### config.mk
export PLATFORM = sky130hd
export DESIGN_NAME = ldc_cell
export DESIGN_NICKNAME = d
export VERILOG_FILES = /design/src/rtl/ldc_pkg.sv /design/src/rtl/ldc_cell.sv
export SDC_FILE = /design/constraint.sdc
export NUM_CORES = 1
export LEC_CHECK = 0
export BUFFER_PORTS_ARGS = -buffer_cell sky130_fd_sc_hd__buf_2
export CAP_MARGIN = 5
export CORE_ASPECT_RATIO = 0.8
export CORE_MARGIN = 2
export CORE_UTILIZATION = 30
export CTS_CLUSTER_DIAMETER = 120
export DETAILED_ROUTE_END_ITERATION = 8
export SYNTH_ARGS = -nofsm -noshare
export SYNTH_HDL_FRONTEND = slang
export SYNTH_SLANG_ARGS = --single-unit
### constraint.sdc
create_clock -name clk -period 5 [get_ports clk]
set_clock_uncertainty 0.1 [all_clocks]
set_input_delay 0.5 -clock clk [delete_from_list [all_inputs] [get_ports clk]]
set_output_delay 0.5 -clock clk [all_outputs]
set_load 0.01 [all_outputs]
### src/rtl/ldc_pkg.sv
// ----------------------------------------------------------------------------
// LRU descriptor cache package
// Shared widths, codes and the structs that run along the chain of cells.
// ----------------------------------------------------------------------------
package ldc_pkg;

  localparam int KEY_W            = 31;
  localparam int HANDLE_W         = 16;
  localparam int CMD_W            = 2;
  localparam int COUNT_OUT_W      = 7;
  localparam int DEFAULT_CAPACITY = 64;

  typedef enum logic [CMD_W-1:0] {
    CMD_LOOKUP = 2'd0,
    CMD_INSERT = 2'd1,
    CMD_CLEAR  = 2'd2,
    CMD_NOP    = 2'd3
  } cmd_t;

  typedef enum logic [2:0] {
    OP_NONE,
    OP_PROMOTE,
    OP_PROMOTE_SET,
    OP_EVICT,
    OP_FILL,
    OP_CLEAR
  } op_t;

  typedef enum logic [1:0] {
    ST_IDLE,
    ST_SCAN,
    ST_UPDATE
  } state_t;

  typedef struct packed {
    logic                found;
    logic [HANDLE_W-1:0] found_handle;
    logic                lru_found;
    logic [KEY_W-1:0]    lru_key;
    logic [HANDLE_W-1:0] lru_handle;
    logic                free_seen;
  } carry_t;

  typedef struct packed {
    op_t                 op;
    logic [KEY_W-1:0]    key;
    logic [HANDLE_W-1:0] handle;
  } upd_t;

endpackage

### src/rtl/ldc_cell.sv
// ----------------------------------------------------------------------------
// LRU descriptor cache cell
// Holds one entry and its recency rank, folds its entry into the search
// record passed down the chain, and applies the broadcast table update.
// ----------------------------------------------------------------------------
module ldc_cell
  import ldc_pkg::*;
#(
  parameter int RANK_W = 6
) (
  input  logic              clk,
  input  logic              rst,
  input  upd_t              upd,
  input  logic [RANK_W-1:0] pivot_rank,
  input  logic [RANK_W-1:0] new_rank,
  input  carry_t            carry_in,
  input  logic [RANK_W-1:0] rank_in,
  output carry_t            carry_out,
  output logic [RANK_W-1:0] rank_out
);

  logic                valid;
  logic [RANK_W-1:0]   rank;
  logic [KEY_W-1:0]    key;
  logic [HANDLE_W-1:0] handle;

  logic   match;
  logic   is_lru;
  logic   sel_hit;
  logic   sel_free;
  carry_t carry_next;

  assign match    = valid && (key == upd.key);
  assign is_lru   = valid && (rank == '0);
  assign sel_hit  = match && !carry_in.found;
  assign sel_free = !valid && !carry_in.free_seen;

  always_comb begin
    carry_next = carry_in;
    if (!carry_in.found && match) begin
      carry_next.found        = 1'b1;
      carry_next.found_handle = handle;
    end
    if (!carry_in.lru_found && is_lru) begin
      carry_next.lru_found  = 1'b1;
      carry_next.lru_key    = key;
      carry_next.lru_handle = handle;
    end
    carry_next.free_seen = carry_in.free_seen || !valid;
  end

  always_ff @(posedge clk) begin
    carry_out <= carry_next;
    rank_out  <= carry_in.found ? rank_in : rank;
  end

  always_ff @(posedge clk) begin
    if (rst) begin
      valid <= 1'b0;
      rank  <= '0;
    end else begin
      unique case (upd.op)
        OP_PROMOTE, OP_PROMOTE_SET: begin
          if (sel_hit) begin
            rank <= new_rank;
          end else if (valid && (rank > pivot_rank)) begin
            rank <= rank - 1'b1;
          end
        end
        OP_EVICT: begin
          if (is_lru) begin
            rank <= new_rank;
          end else if (valid) begin
            rank <= rank - 1'b1;
          end
        end
        OP_FILL: begin
          if (sel_free) begin
            valid <= 1'b1;
            rank  <= new_rank;
          end
        end
        OP_CLEAR: begin
          valid <= 1'b0;
          rank  <= '0;
        end
        default: begin
        end
      endcase
    end
  end

  always_ff @(posedge clk) begin
    if ((upd.op == OP_PROMOTE_SET) && sel_hit) begin
      handle <= upd.handle;
    end else if ((upd.op == OP_EVICT && is_lru) || (upd.op == OP_FILL && sel_free)) begin
      key    <= upd.key;
      handle <= upd.handle;
    end
  end

endmodule

==> reports/metrics.csv <==
stage,metric,value,unit
setup_path,Critical Path End Type,flip-flop,
power_and_ir_drop,part of the power in combinational logic,9.1,%
drt,total number of vias,3663,
setup_path,Crit path largest cell delay,750,ps
cts,number of clock sinks,126,
cts,TritonCTS Buffers,17,
place,PortBufs,207,
synthesis,number of synthesized flops with an enable pin,47,
global_route,initial antenna violation count,1,
drt,Vias/cell,4.39,
cts,CTS tree,built,
setup_path,crit path from,key[9],
power_and_ir_drop,Seq pwr share,42.7,%
timing,Fmax,0.317,GHz
setup_path,Crit path required time,4940,ps
synthesis,Post-Synthesis Cell Area,0.00483,mm^2
floorplan,site row count,41,
min_path,worst hold start,upd[11],
floorplan,IO Pins,208,
global_route,largest net degree at the start of global routing,33,
min_path,min-delay worst type,primary input to flip-flop,
drt,final WL,12.7,mm
timing,max_slew headroom,38.3,%
final_layout,most frequent cells in the layout,"buf_2 (207), dfxtp_1 (79), nand2_1 (63), mux2_2 (49), edfxtp_1 (47)",
final_layout,nets@finish,749,
synthesis,Yosys top cell area share,32.7,%
job,Max Cap Viol,0,
timing,Final setup viols,0,
cts,total setup buffers inserted after CTS,0,
final_layout,fillers,1515,
timing,Final Hold Vio Count,0,
cts,H-tree levels,4,
drt,Wirelength per Cell,15.2,um
drt,DRT antenna net count,0,
global_route,first-pass GRT wire length,19.9,mm
floorplan,core area,0.0157,mm^2
final_layout,"most common cell after layout, fill and taps aside",buf_2,
timing,max-slew violations,0,
timing,total negative slack,0,ps
setup_path,crit-path cells,xor2_1 > nor4_1 > nand4_1 > nor2_2 > a21o_1,
floorplan,DIE HEIGHT,117,um
final_layout,fin area,0.00674,mm^2
power_and_ir_drop,Int Power,2.00,mW
synthesis,Cells after Synth,389,
cts,Worst-path clk slew,70,ps
place,placed cell areas,0.00612,mm^2
setup_path,highest-delay cell along the critical path,nor2_2,
synthesis,post-synthesis sequential area ratio,62.0,%
drt,DR iter-0 viols,175,
synthesis,cell taking the most area after synthesis,dfxtp_1,
synthesis,synthesized area per cell,12.4,um^2
cts,Post-CTS Hold Fix Bufs,0,
timing,Least-Margin Pin Slew,925,ps
place,DP Wirelength,9.78,mm
final_layout,share of layout cells above drive strength 1,47.7,%
synthesis,syn nets,532,
synthesis,Post-synth top flop,dfxtp_1,
outcome,run status,"complete, no violations",
synthesis,asr flop ratio synth,0,%
global_route,vias in the first global route,3785,
cts,root buffer cell,clkbuf_16,
global_route,total global-route track usage,15.0,%
timing,Final Cycle Share,63.1,%
drt,# DRC,0,
setup_path,crit path DAT,3100,ps
power_and_ir_drop,Power Density,395,mW/mm^2
setup_path,critical setup path kind,flip-flop to flip-flop,
power_and_ir_drop,LEAKAGE,2.95,nW
place,Routability Congestion,0.842,
floorplan,Die Wd,146,um
timing,Period minus WS final,3160,ps
synthesis,ranking of synthesized cells by area,"dfxtp_1 (33%), edfxtp_1 (29%), mux2_2 (11%)",
setup_path,CP Launch Type,flip-flop,
cts,Resized Gates After CTS,0,
synthesis,post-synth cell types,42,
drt,1st-pass router iterations,6,
synthesis,YS warnings,0,
setup_path,R2R Path Start,key[9],
final_layout,Layout area overhead,39.5,%
timing,RSZ-0062 raised after global routing,false,
floorplan,Initial Util,30.7,%
setup_path,Crit Path Max Fanout,20,
power_and_ir_drop,Psw,0.661,mW
cts,latest clock arrival within the worst-skew pair,410,ps
synthesis,Yosys reg bits,126,
cts,clk buf depth,2,
floorplan,Die ar.,0.0171,mm^2
global_route,gr ovfl total,0,
power_and_ir_drop,Net Sw Frac,24.9,%
power_and_ir_drop,clock share of power,48.1,%
power_and_ir_drop,Worst VDD drop,215,uV
-- kinds of logic (layout without fill, tap and decap cells) --
logic type	Yosys count	count (layout)	synth area share [%]
XOR/XNOR	33	33	5.98
multiplexers	49	49	11.4
AO/OA/AOI/OAI	38	38	5.54
flip-flops	126	126	62.0
adder cells (fa/ha/maj)	7	7	1.81
buffers and inverters	25	255	2.23
other	0	1	0
AND/OR/NAND/NOR	111	111	11.0
-- metrics by stage --
| step | power [mW] | hold WS, ps | utilization (%) | worst slack (ps) | std cells |
|---|---|---|---|---|---|
| after floorplan | 1.28 | 319 | - | 1640 | 389 |
| after global placement | 1.40 | 352 | 38.8 | 1680 | 802 |
| after detailed placement | 1.40 | 350 | 38.8 | 1640 | 802 |
| after CTS | 2.69 | 137 | 42.8 | 1850 | 834 |
| after global routing | 2.77 | 130 | 42.8 | 1620 | 835 |
| final | 2.66 | 160 | 42.8 | 1840 | 835 |
-- final cells by class --
class	count	area (um^2)	area share [%]
Inverter	14	52.6	0.780
Tap cell	215	269	3.99
Multi-Input combinational cell	238	1750	26.0
Antenna cell	1	2.50	0.0371
Clock inverter	15	193	2.86
Clock buffer	17	425	6.32
Sequential cell	126	2990	44.4
Timing Repair Buffer	209	1050	15.6
-- cell usage after synthesis, drive strengths merged (4+ instances only) --
library cell / n
nand2b: 5
clkbuf: 5
o22ai: 4
nand2: 63
xor2: 31
inv: 14
ha: 7
a221oi: 4
nor4: 16
edfxtp: 47
a211oi: 6
o21ai: 8
nand3: 4
dfxtp: 79
a21oi: 6
nor2: 6
mux2: 49
buf: 6
-- critical path, delay by kind of cell, from the launching register on --
family,cells,cell delay [ps]
AO/OA/AOI/OAI,1,630
XOR/XNOR,1,180
AND/OR/NAND/NOR,3,1470
flip-flops,1,410
-- worst paths after layout --
check	depth (start not counted)	slack [ps]	to
max reg2reg	5	1840	handle[0]
min reg2reg	2	370	carry_out[49]
min	1	160	handle[11]
max	5	1840	handle[0]
-- sequential cells by signal, summed over array words and instances, names as in the netlist --
| register | flops |
|---|---|
| rank | 6 |
| key | 31 |
| handle | 16 |
| carry_out | 66 |
| valid | 1 |
| rank_out | 6 |
-- power groups by stage --
| stage | sequential (mW) | clock [mW] | combinational [mW] |
|---|---|---|---|
| 2_1_floorplan | 1.18 | 0 | 0.102 |
| 3_3_place_gp | 1.16 | 0 | 0.239 |
| 3_5_place_dp | 1.16 | 0 | 0.244 |
| 4_1_cts | 1.14 | 1.31 | 0.245 |
| 5_1_grt | 1.14 | 1.36 | 0.268 |
| 6_report | 1.14 | 1.28 | 0.243 |
-- per-layer routing --
| layer | global-route usage [%] | share of wire [%] | vias up |
|---|---|---|---|
| met5 | 0 | 0 | - |
| met1 | 18.7 | 43 | 1678 |
| met2 | 24.3 | 48 | 131 |
| met3 | 4.50 | 6.4 | 22 |
| met4 | 6.00 | 2.2 | 0 |
| li1 | - | - | 1832 |
Note: power is estimated with default switching activity, not from simulation.
