===== src/rtl/ldc_pkg.sv =====
// ----------------------------------------------------------------------------
// LRU descriptor cache package
// Shared widths, codes and the structs that run along the chain of cells.
// ----------------------------------------------------------------------------
package ldc_pkg;

  localparam int KEY_W            = 31;
  localparam int HANDLE_W         = 16;
  localparam int CMD_W            = 2;
  localparam int COUNT_OUT_W      = 7;
  localparam int DEFAULT_CAPACITY = 64;

  typedef enum logic [CMD_W-1:0] {
    CMD_LOOKUP = 2'd0,
    CMD_INSERT = 2'd1,
    CMD_CLEAR  = 2'd2,
    CMD_NOP    = 2'd3
  } cmd_t;

  typedef enum logic [2:0] {
    OP_NONE,
    OP_PROMOTE,
    OP_PROMOTE_SET,
    OP_EVICT,
    OP_FILL,
    OP_CLEAR
  } op_t;

  typedef enum logic [1:0] {
    ST_IDLE,
    ST_SCAN,
    ST_UPDATE
  } state_t;

  typedef struct packed {
    logic                found;
    logic [HANDLE_W-1:0] found_handle;
    logic                lru_found;
    logic [KEY_W-1:0]    lru_key;
    logic [HANDLE_W-1:0] lru_handle;
    logic                free_seen;
  } carry_t;

  typedef struct packed {
    op_t                 op;
    logic [KEY_W-1:0]    key;
    logic [HANDLE_W-1:0] handle;
  } upd_t;

endpackage


===== src/rtl/ldc_ctrl.sv =====
// ----------------------------------------------------------------------------
// LRU descriptor cache control
// Sequences the search wave and the update, keeps the entry count and
// registers the result.
// ----------------------------------------------------------------------------
module ldc_ctrl
  import ldc_pkg::*;
#(
  parameter int CAPACITY = DEFAULT_CAPACITY,
  parameter int RANK_W   = $clog2(CAPACITY),
  parameter int COUNT_W  = $clog2(CAPACITY + 1)
) (
  input  logic                   clk,
  input  logic                   rst,
  input  logic                   start,
  input  logic [CMD_W-1:0]       command,
  input  logic [KEY_W-1:0]       key,
  input  logic [HANDLE_W-1:0]    handle,
  output logic                   busy,
  output logic                   done,
  output logic                   hit,
  output logic [HANDLE_W-1:0]    found_handle,
  output logic                   evicted,
  output logic [KEY_W-1:0]       evicted_key,
  output logic [HANDLE_W-1:0]    evicted_handle,
  output logic [COUNT_OUT_W-1:0] entry_count,
  input  carry_t                 tail,
  input  logic [RANK_W-1:0]      tail_rank,
  output upd_t                   upd,
  output logic [RANK_W-1:0]      pivot_rank,
  output logic [RANK_W-1:0]      new_rank
);

  state_t              state;
  state_t              state_next;
  logic [RANK_W-1:0]   cnt;
  logic [COUNT_W-1:0]  count;
  logic [COUNT_W-1:0]  count_next;
  cmd_t                cmd_q;
  logic [KEY_W-1:0]    key_q;
  logic [HANDLE_W-1:0] handle_q;
  op_t                 op;
  logic                full;

  assign full = (count == COUNT_W'(CAPACITY));
  assign busy = (state != ST_IDLE);

  always_ff @(posedge clk) begin
    if (rst) begin
      state <= ST_IDLE;
      cnt   <= '0;
      count <= '0;
      done  <= 1'b0;
    end else begin
      state <= state_next;
      cnt   <= (state == ST_SCAN) ? cnt + 1'b1 : '0;
      count <= count_next;
      done  <= (state == ST_UPDATE);
    end
  end

  always_ff @(posedge clk) begin
    if (start && !busy) begin
      cmd_q    <= cmd_t'(command);
      key_q    <= key;
      handle_q <= handle;
    end
  end

  always_comb begin
    state_next = state;
    op         = OP_NONE;
    count_next = count;
    unique case (state)
      ST_IDLE: begin
        if (start) begin
          state_next = ST_SCAN;
        end
      end
      ST_SCAN: begin
        if (cnt == RANK_W'(CAPACITY - 1)) begin
          state_next = ST_UPDATE;
        end
      end
      ST_UPDATE: begin
        state_next = ST_IDLE;
        unique case (cmd_q)
          CMD_LOOKUP: op = tail.found ? OP_PROMOTE : OP_NONE;
          CMD_INSERT: begin
            if (tail.found) begin
              op = OP_PROMOTE_SET;
            end else if (full) begin
              op = OP_EVICT;
            end else begin
              op = OP_FILL;
            end
          end
          CMD_CLEAR:  op = OP_CLEAR;
          CMD_NOP:    op = OP_NONE;
          default:    op = OP_NONE;
        endcase
        if (op == OP_CLEAR) begin
          count_next = '0;
        end else if (op == OP_FILL) begin
          count_next = count + 1'b1;
        end
      end
      default: begin
        state_next = ST_IDLE;
      end
    endcase
  end

  assign upd.op     = op;
  assign upd.key    = key_q;
  assign upd.handle = handle_q;
  assign pivot_rank = (op == OP_EVICT) ? '0 : tail_rank;
  assign new_rank   = (op == OP_FILL) ? RANK_W'(count) : RANK_W'(count - 1'b1);

  always_ff @(posedge clk) begin
    if (state == ST_UPDATE) begin
      hit            <= (op == OP_PROMOTE) || (op == OP_PROMOTE_SET);
      found_handle   <= ((op == OP_PROMOTE) || (op == OP_PROMOTE_SET)) ?
                        tail.found_handle : '0;
      evicted        <= (op == OP_EVICT);
      evicted_key    <= (op == OP_EVICT) ? tail.lru_key : '0;
      evicted_handle <= (op == OP_EVICT) ? tail.lru_handle : '0;
      entry_count    <= COUNT_OUT_W'(count_next);
    end
  end

endmodule


===== config.mk =====
export PLATFORM = sky130hd
export DESIGN_NAME = ldc_ctrl
export DESIGN_NICKNAME = d
export VERILOG_FILES = /design/src/rtl/ldc_pkg.sv /design/src/rtl/ldc_ctrl.sv
export SDC_FILE = /design/constraint.sdc
export NUM_CORES = 1
export LEC_CHECK = 0
export ABC_AREA = 1
export BUFFER_PORTS_ARGS = -buffer_cell sky130_fd_sc_hd__buf_2
export CAP_MARGIN = 20
export CORE_ASPECT_RATIO = 2
export CORE_UTILIZATION = 50
export DETAILED_ROUTE_END_ITERATION = 10
export PLACE_DENSITY = 0.87
export SLEW_MARGIN = 20
export SYNTH_ARGS = -nofsm -noshare
export SYNTH_HDL_FRONTEND = slang
export SYNTH_SLANG_ARGS = --single-unit

===== constraint.sdc =====
create_clock -name clk -period 5.99 [get_ports clk]
set_input_delay 1.198 -clock clk [delete_from_list [all_inputs] [get_ports clk]]
set_output_delay 1.198 -clock clk [all_outputs]
set_load 0.01 [all_outputs]

==> metrics.cfg <==
[timing]
finalClockSkew_ns=0.00775
clock.fmax_mhz=247
hold_viol_final=0
max-slew-margin-rel=0.328
rsz_0062_raised_after_global_routing=no
whs_ns=0.449
post-route-min-period_ns=4.05
count_of_final_max_slew_check_failures=0
final-setup-viol-count=0
final_min_period_over_clock_period=0.676
worst_pin_slew_ns=1.01
setup_tns_ns=0

[synthesis]
synth_cell_types=27
seq_area_frac_synth=0.738
synth.largest_area_cell=sky130_fd_sc_hd__edfxtp_1
ys_ff_latch=137
synth-warning-count=0
synthesis.area_mm2=0.00536
synth.top_cells.by_area=sky130_fd_sc_hd__edfxtp_1 (68%), sky130_fd_sc_hd__dfxtp_1 (6.0%), sky130_fd_sc_hd__inv_1 (5.4%)
synthesis.area_per_instance_um2=13.3
synth_fp_nets=530
yosysTopAreaCellShare=0.678
post_synth_inst_count=403

[clock_tree]
cts_root_buf=sky130_fd_sc_hd__clkbuf_16
clock_sinks=137
cts_hold_buf=0
clock_tree_from_tritoncts=yes
cts_repair_resize_count=0
post-cts-setup-buffers=0
worst_setup_hold_path_clk_slew_ns=0.06
clock_latency_ns=0.39
cts_htree_levels=4
numCtsBuffers=17
cts-root-to-sink-buffers=2

[run_status]
outcome=finished, final reports clean

[drt]
drt_pass1_iterations=5
avgRoutedWirePerCell_um=15.6
routed_wirelength_mm=12.8
initialDrtViolationCount=152
vias=3927
route.detailed.vias_per_inst=4.78
drt_drc_violations_left=0
drtAntennaViolNets=0

[placed_design]
placement.io_buffers=257
detailed_place_hpwl_mm=9.78
place_congestion=0.837

[floorplan]
floorplan.die_area_mm2=0.0112
initial_core_util=0.511
design.core.area_mm2=0.0105
floorplan.io_pins=260
die_y_um=148
fp.dieW_um=75.2
placementRows=53

[layout]
antenna_diode_instance_count=0
finalNetCount=799
most-common-layout-cells=sky130_fd_sc_hd__buf_2 (257), sky130_fd_sc_hd__edfxtp_1 (121), sky130_fd_sc_hd__inv_1 (76)
layout.filler_cells=751
syn_to_final_growth_pct=37.1
mostFrequentLayoutCell=sky130_fd_sc_hd__buf_2
post_route_cells_drive_above_1_share=0.472

[pwr]
power.density_cell_area_mw_per_mm2=300
ir_drop_uv=247
cellLeakagePower_nw=3.15

[grt]
grt_start_max_net_pins=75
grt_pass1_vias=3916
grt_first_pass_wirelength_mm=18.3
gr-usage-all-layers=0.229
grt_antenna_before_repair=0
remaining_global_route_overflow=0

[worst_hold_path]
hold_path_class=flip-flop to flip-flop

[worst_setup_path]
end_kind=output pin
worst_setup_path_start_kind=input pin
worstPathMaxFanout=48
rrSetupSlack_ns=3.28
path_class=input pin to output pin
critPathArrivalTime_ns=2.85
worstPathRequired_ns=4.79

[flow_run]
timing.max_cap.violations=0

## final cells by class
cell class	instances	area, µm²	area share
flip-flops and latches	137	3950	0.538
repair buffers	258	1290	0.176
multi-input cells	176	1020	0.139
clock buffers	18	429	0.0584
inverters	82	308	0.0419
well taps	137	171	0.0233
clock inverters	14	164	0.0223
## cell families after synthesis
group / after synthesis / share of synthesized area
compound gates: 27 / 0.0332
simple gates: 140 / 0.140
xor+xnor: 6 / 0.00981
fa+ha+maj: 3 / 0.00701
buf+inv: 90 / 0.0717
flops: 137 / 0.738
## critical path: stages
cell	delay, ns
sky130_fd_sc_hd__buf_2	0.14
sky130_fd_sc_hd__nor2_1	0.09
sky130_fd_sc_hd__nand2_1	0.08
sky130_fd_sc_hd__nand2_1	0.10
sky130_fd_sc_hd__nand2_4	0.65
sky130_fd_sc_hd__inv_2	0.17
sky130_fd_sc_hd__nor2_1	0.18
sky130_fd_sc_hd__buf_2	0.16
## per-layer routing
| layer | global-route usage | vias to the layer above | part of all wire |
|---|---|---|---|
| li1 | - | 1858 | - |
| met2 | 0.417 | 217 | 0.55 |
| met1 | 0.201 | 1794 | 0.32 |
| met5 | 0 | - | 0 |
| met4 | 0.155 | 0 | 0.062 |
| met3 | 0.0745 | 58 | 0.071 |
## worst paths after layout
kind,end,depth (start not counted),start
hold reg to reg,cnt[0],1,cnt[0]
setup reg to reg,found_handle[5],6,state[0]
setup / recovery,pivot_rank[4],8,tail[65]
hold / removal,cnt[0],1,cnt[0]
## cells in the mapped netlist
library cell and number:
sky130_fd_sc_hd__nor4_1 1, sky130_fd_sc_hd__inv_2 5, sky130_fd_sc_hd__nand4_1 3, sky130_fd_sc_hd__dfxtp_1 16, sky130_fd_sc_hd__edfxtp_1 121, sky130_fd_sc_hd__a21boi_0 7, sky130_fd_sc_hd__buf_2 2, sky130_fd_sc_hd__o21bai_1 1
sky130_fd_sc_hd__nor3_1 3, sky130_fd_sc_hd__nand3_2 1, sky130_fd_sc_hd__nor3b_1 1, sky130_fd_sc_hd__o21ai_0 6, sky130_fd_sc_hd__a21oi_1 4, sky130_fd_sc_hd__buf_6 1, sky130_fd_sc_hd__nand3_1 15, sky130_fd_sc_hd__buf_12 2
sky130_fd_sc_hd__xnor2_1 1, sky130_fd_sc_hd__ha_1 3, sky130_fd_sc_hd__clkbuf_1 2, sky130_fd_sc_hd__xor2_1 5, sky130_fd_sc_hd__nor2_4 23, sky130_fd_sc_hd__buf_4 1, sky130_fd_sc_hd__nand2_2 4, sky130_fd_sc_hd__inv_1 77
sky130_fd_sc_hd__nor2_1 58, sky130_fd_sc_hd__a21boi_1 9, sky130_fd_sc_hd__nand2_1 31
## state kept, by name, indices dropped and copies added (netlist names)
register,count
found_handle,16
cmd_q,2
done,1
state,2
key_q,31
cnt,6
entry_count,7
count,7
evicted_key,31
evicted_handle,16
evicted,1
handle_q,16
hit,1
## per-stage QoR
stage / std cells / utilization / power, mW / worst slack (ns) / cell area (µm²)
after floorplan: 403 / - / 1.13 / 2.93 / 5360
after global placement: 790 / 0.644 / 1.19 / 2.09 / 6750
after detailed placement: 790 / 0.644 / 1.20 / 1.97 / 6750
after CTS: 822 / 0.701 / 2.22 / 1.96 / 7340
after global routing: 822 / 0.701 / 2.27 / 1.82 / 7340
final: 822 / 0.701 / 2.20 / 1.94 / 7340
## power breakdown
part | internal (mW) | total, mW | switching [mW] | leakage (nW)
clock | 0.625 | 1.02 | 0.399 | 0.286
combinational | 0.0499 | 0.112 | 0.0623 | 1.75
sequential | 1.06 | 1.07 | 0.00679 | 1.12
total | 1.74 | 2.20 | 0.468 | 3.15
Power figures use the tool's default switching activity.
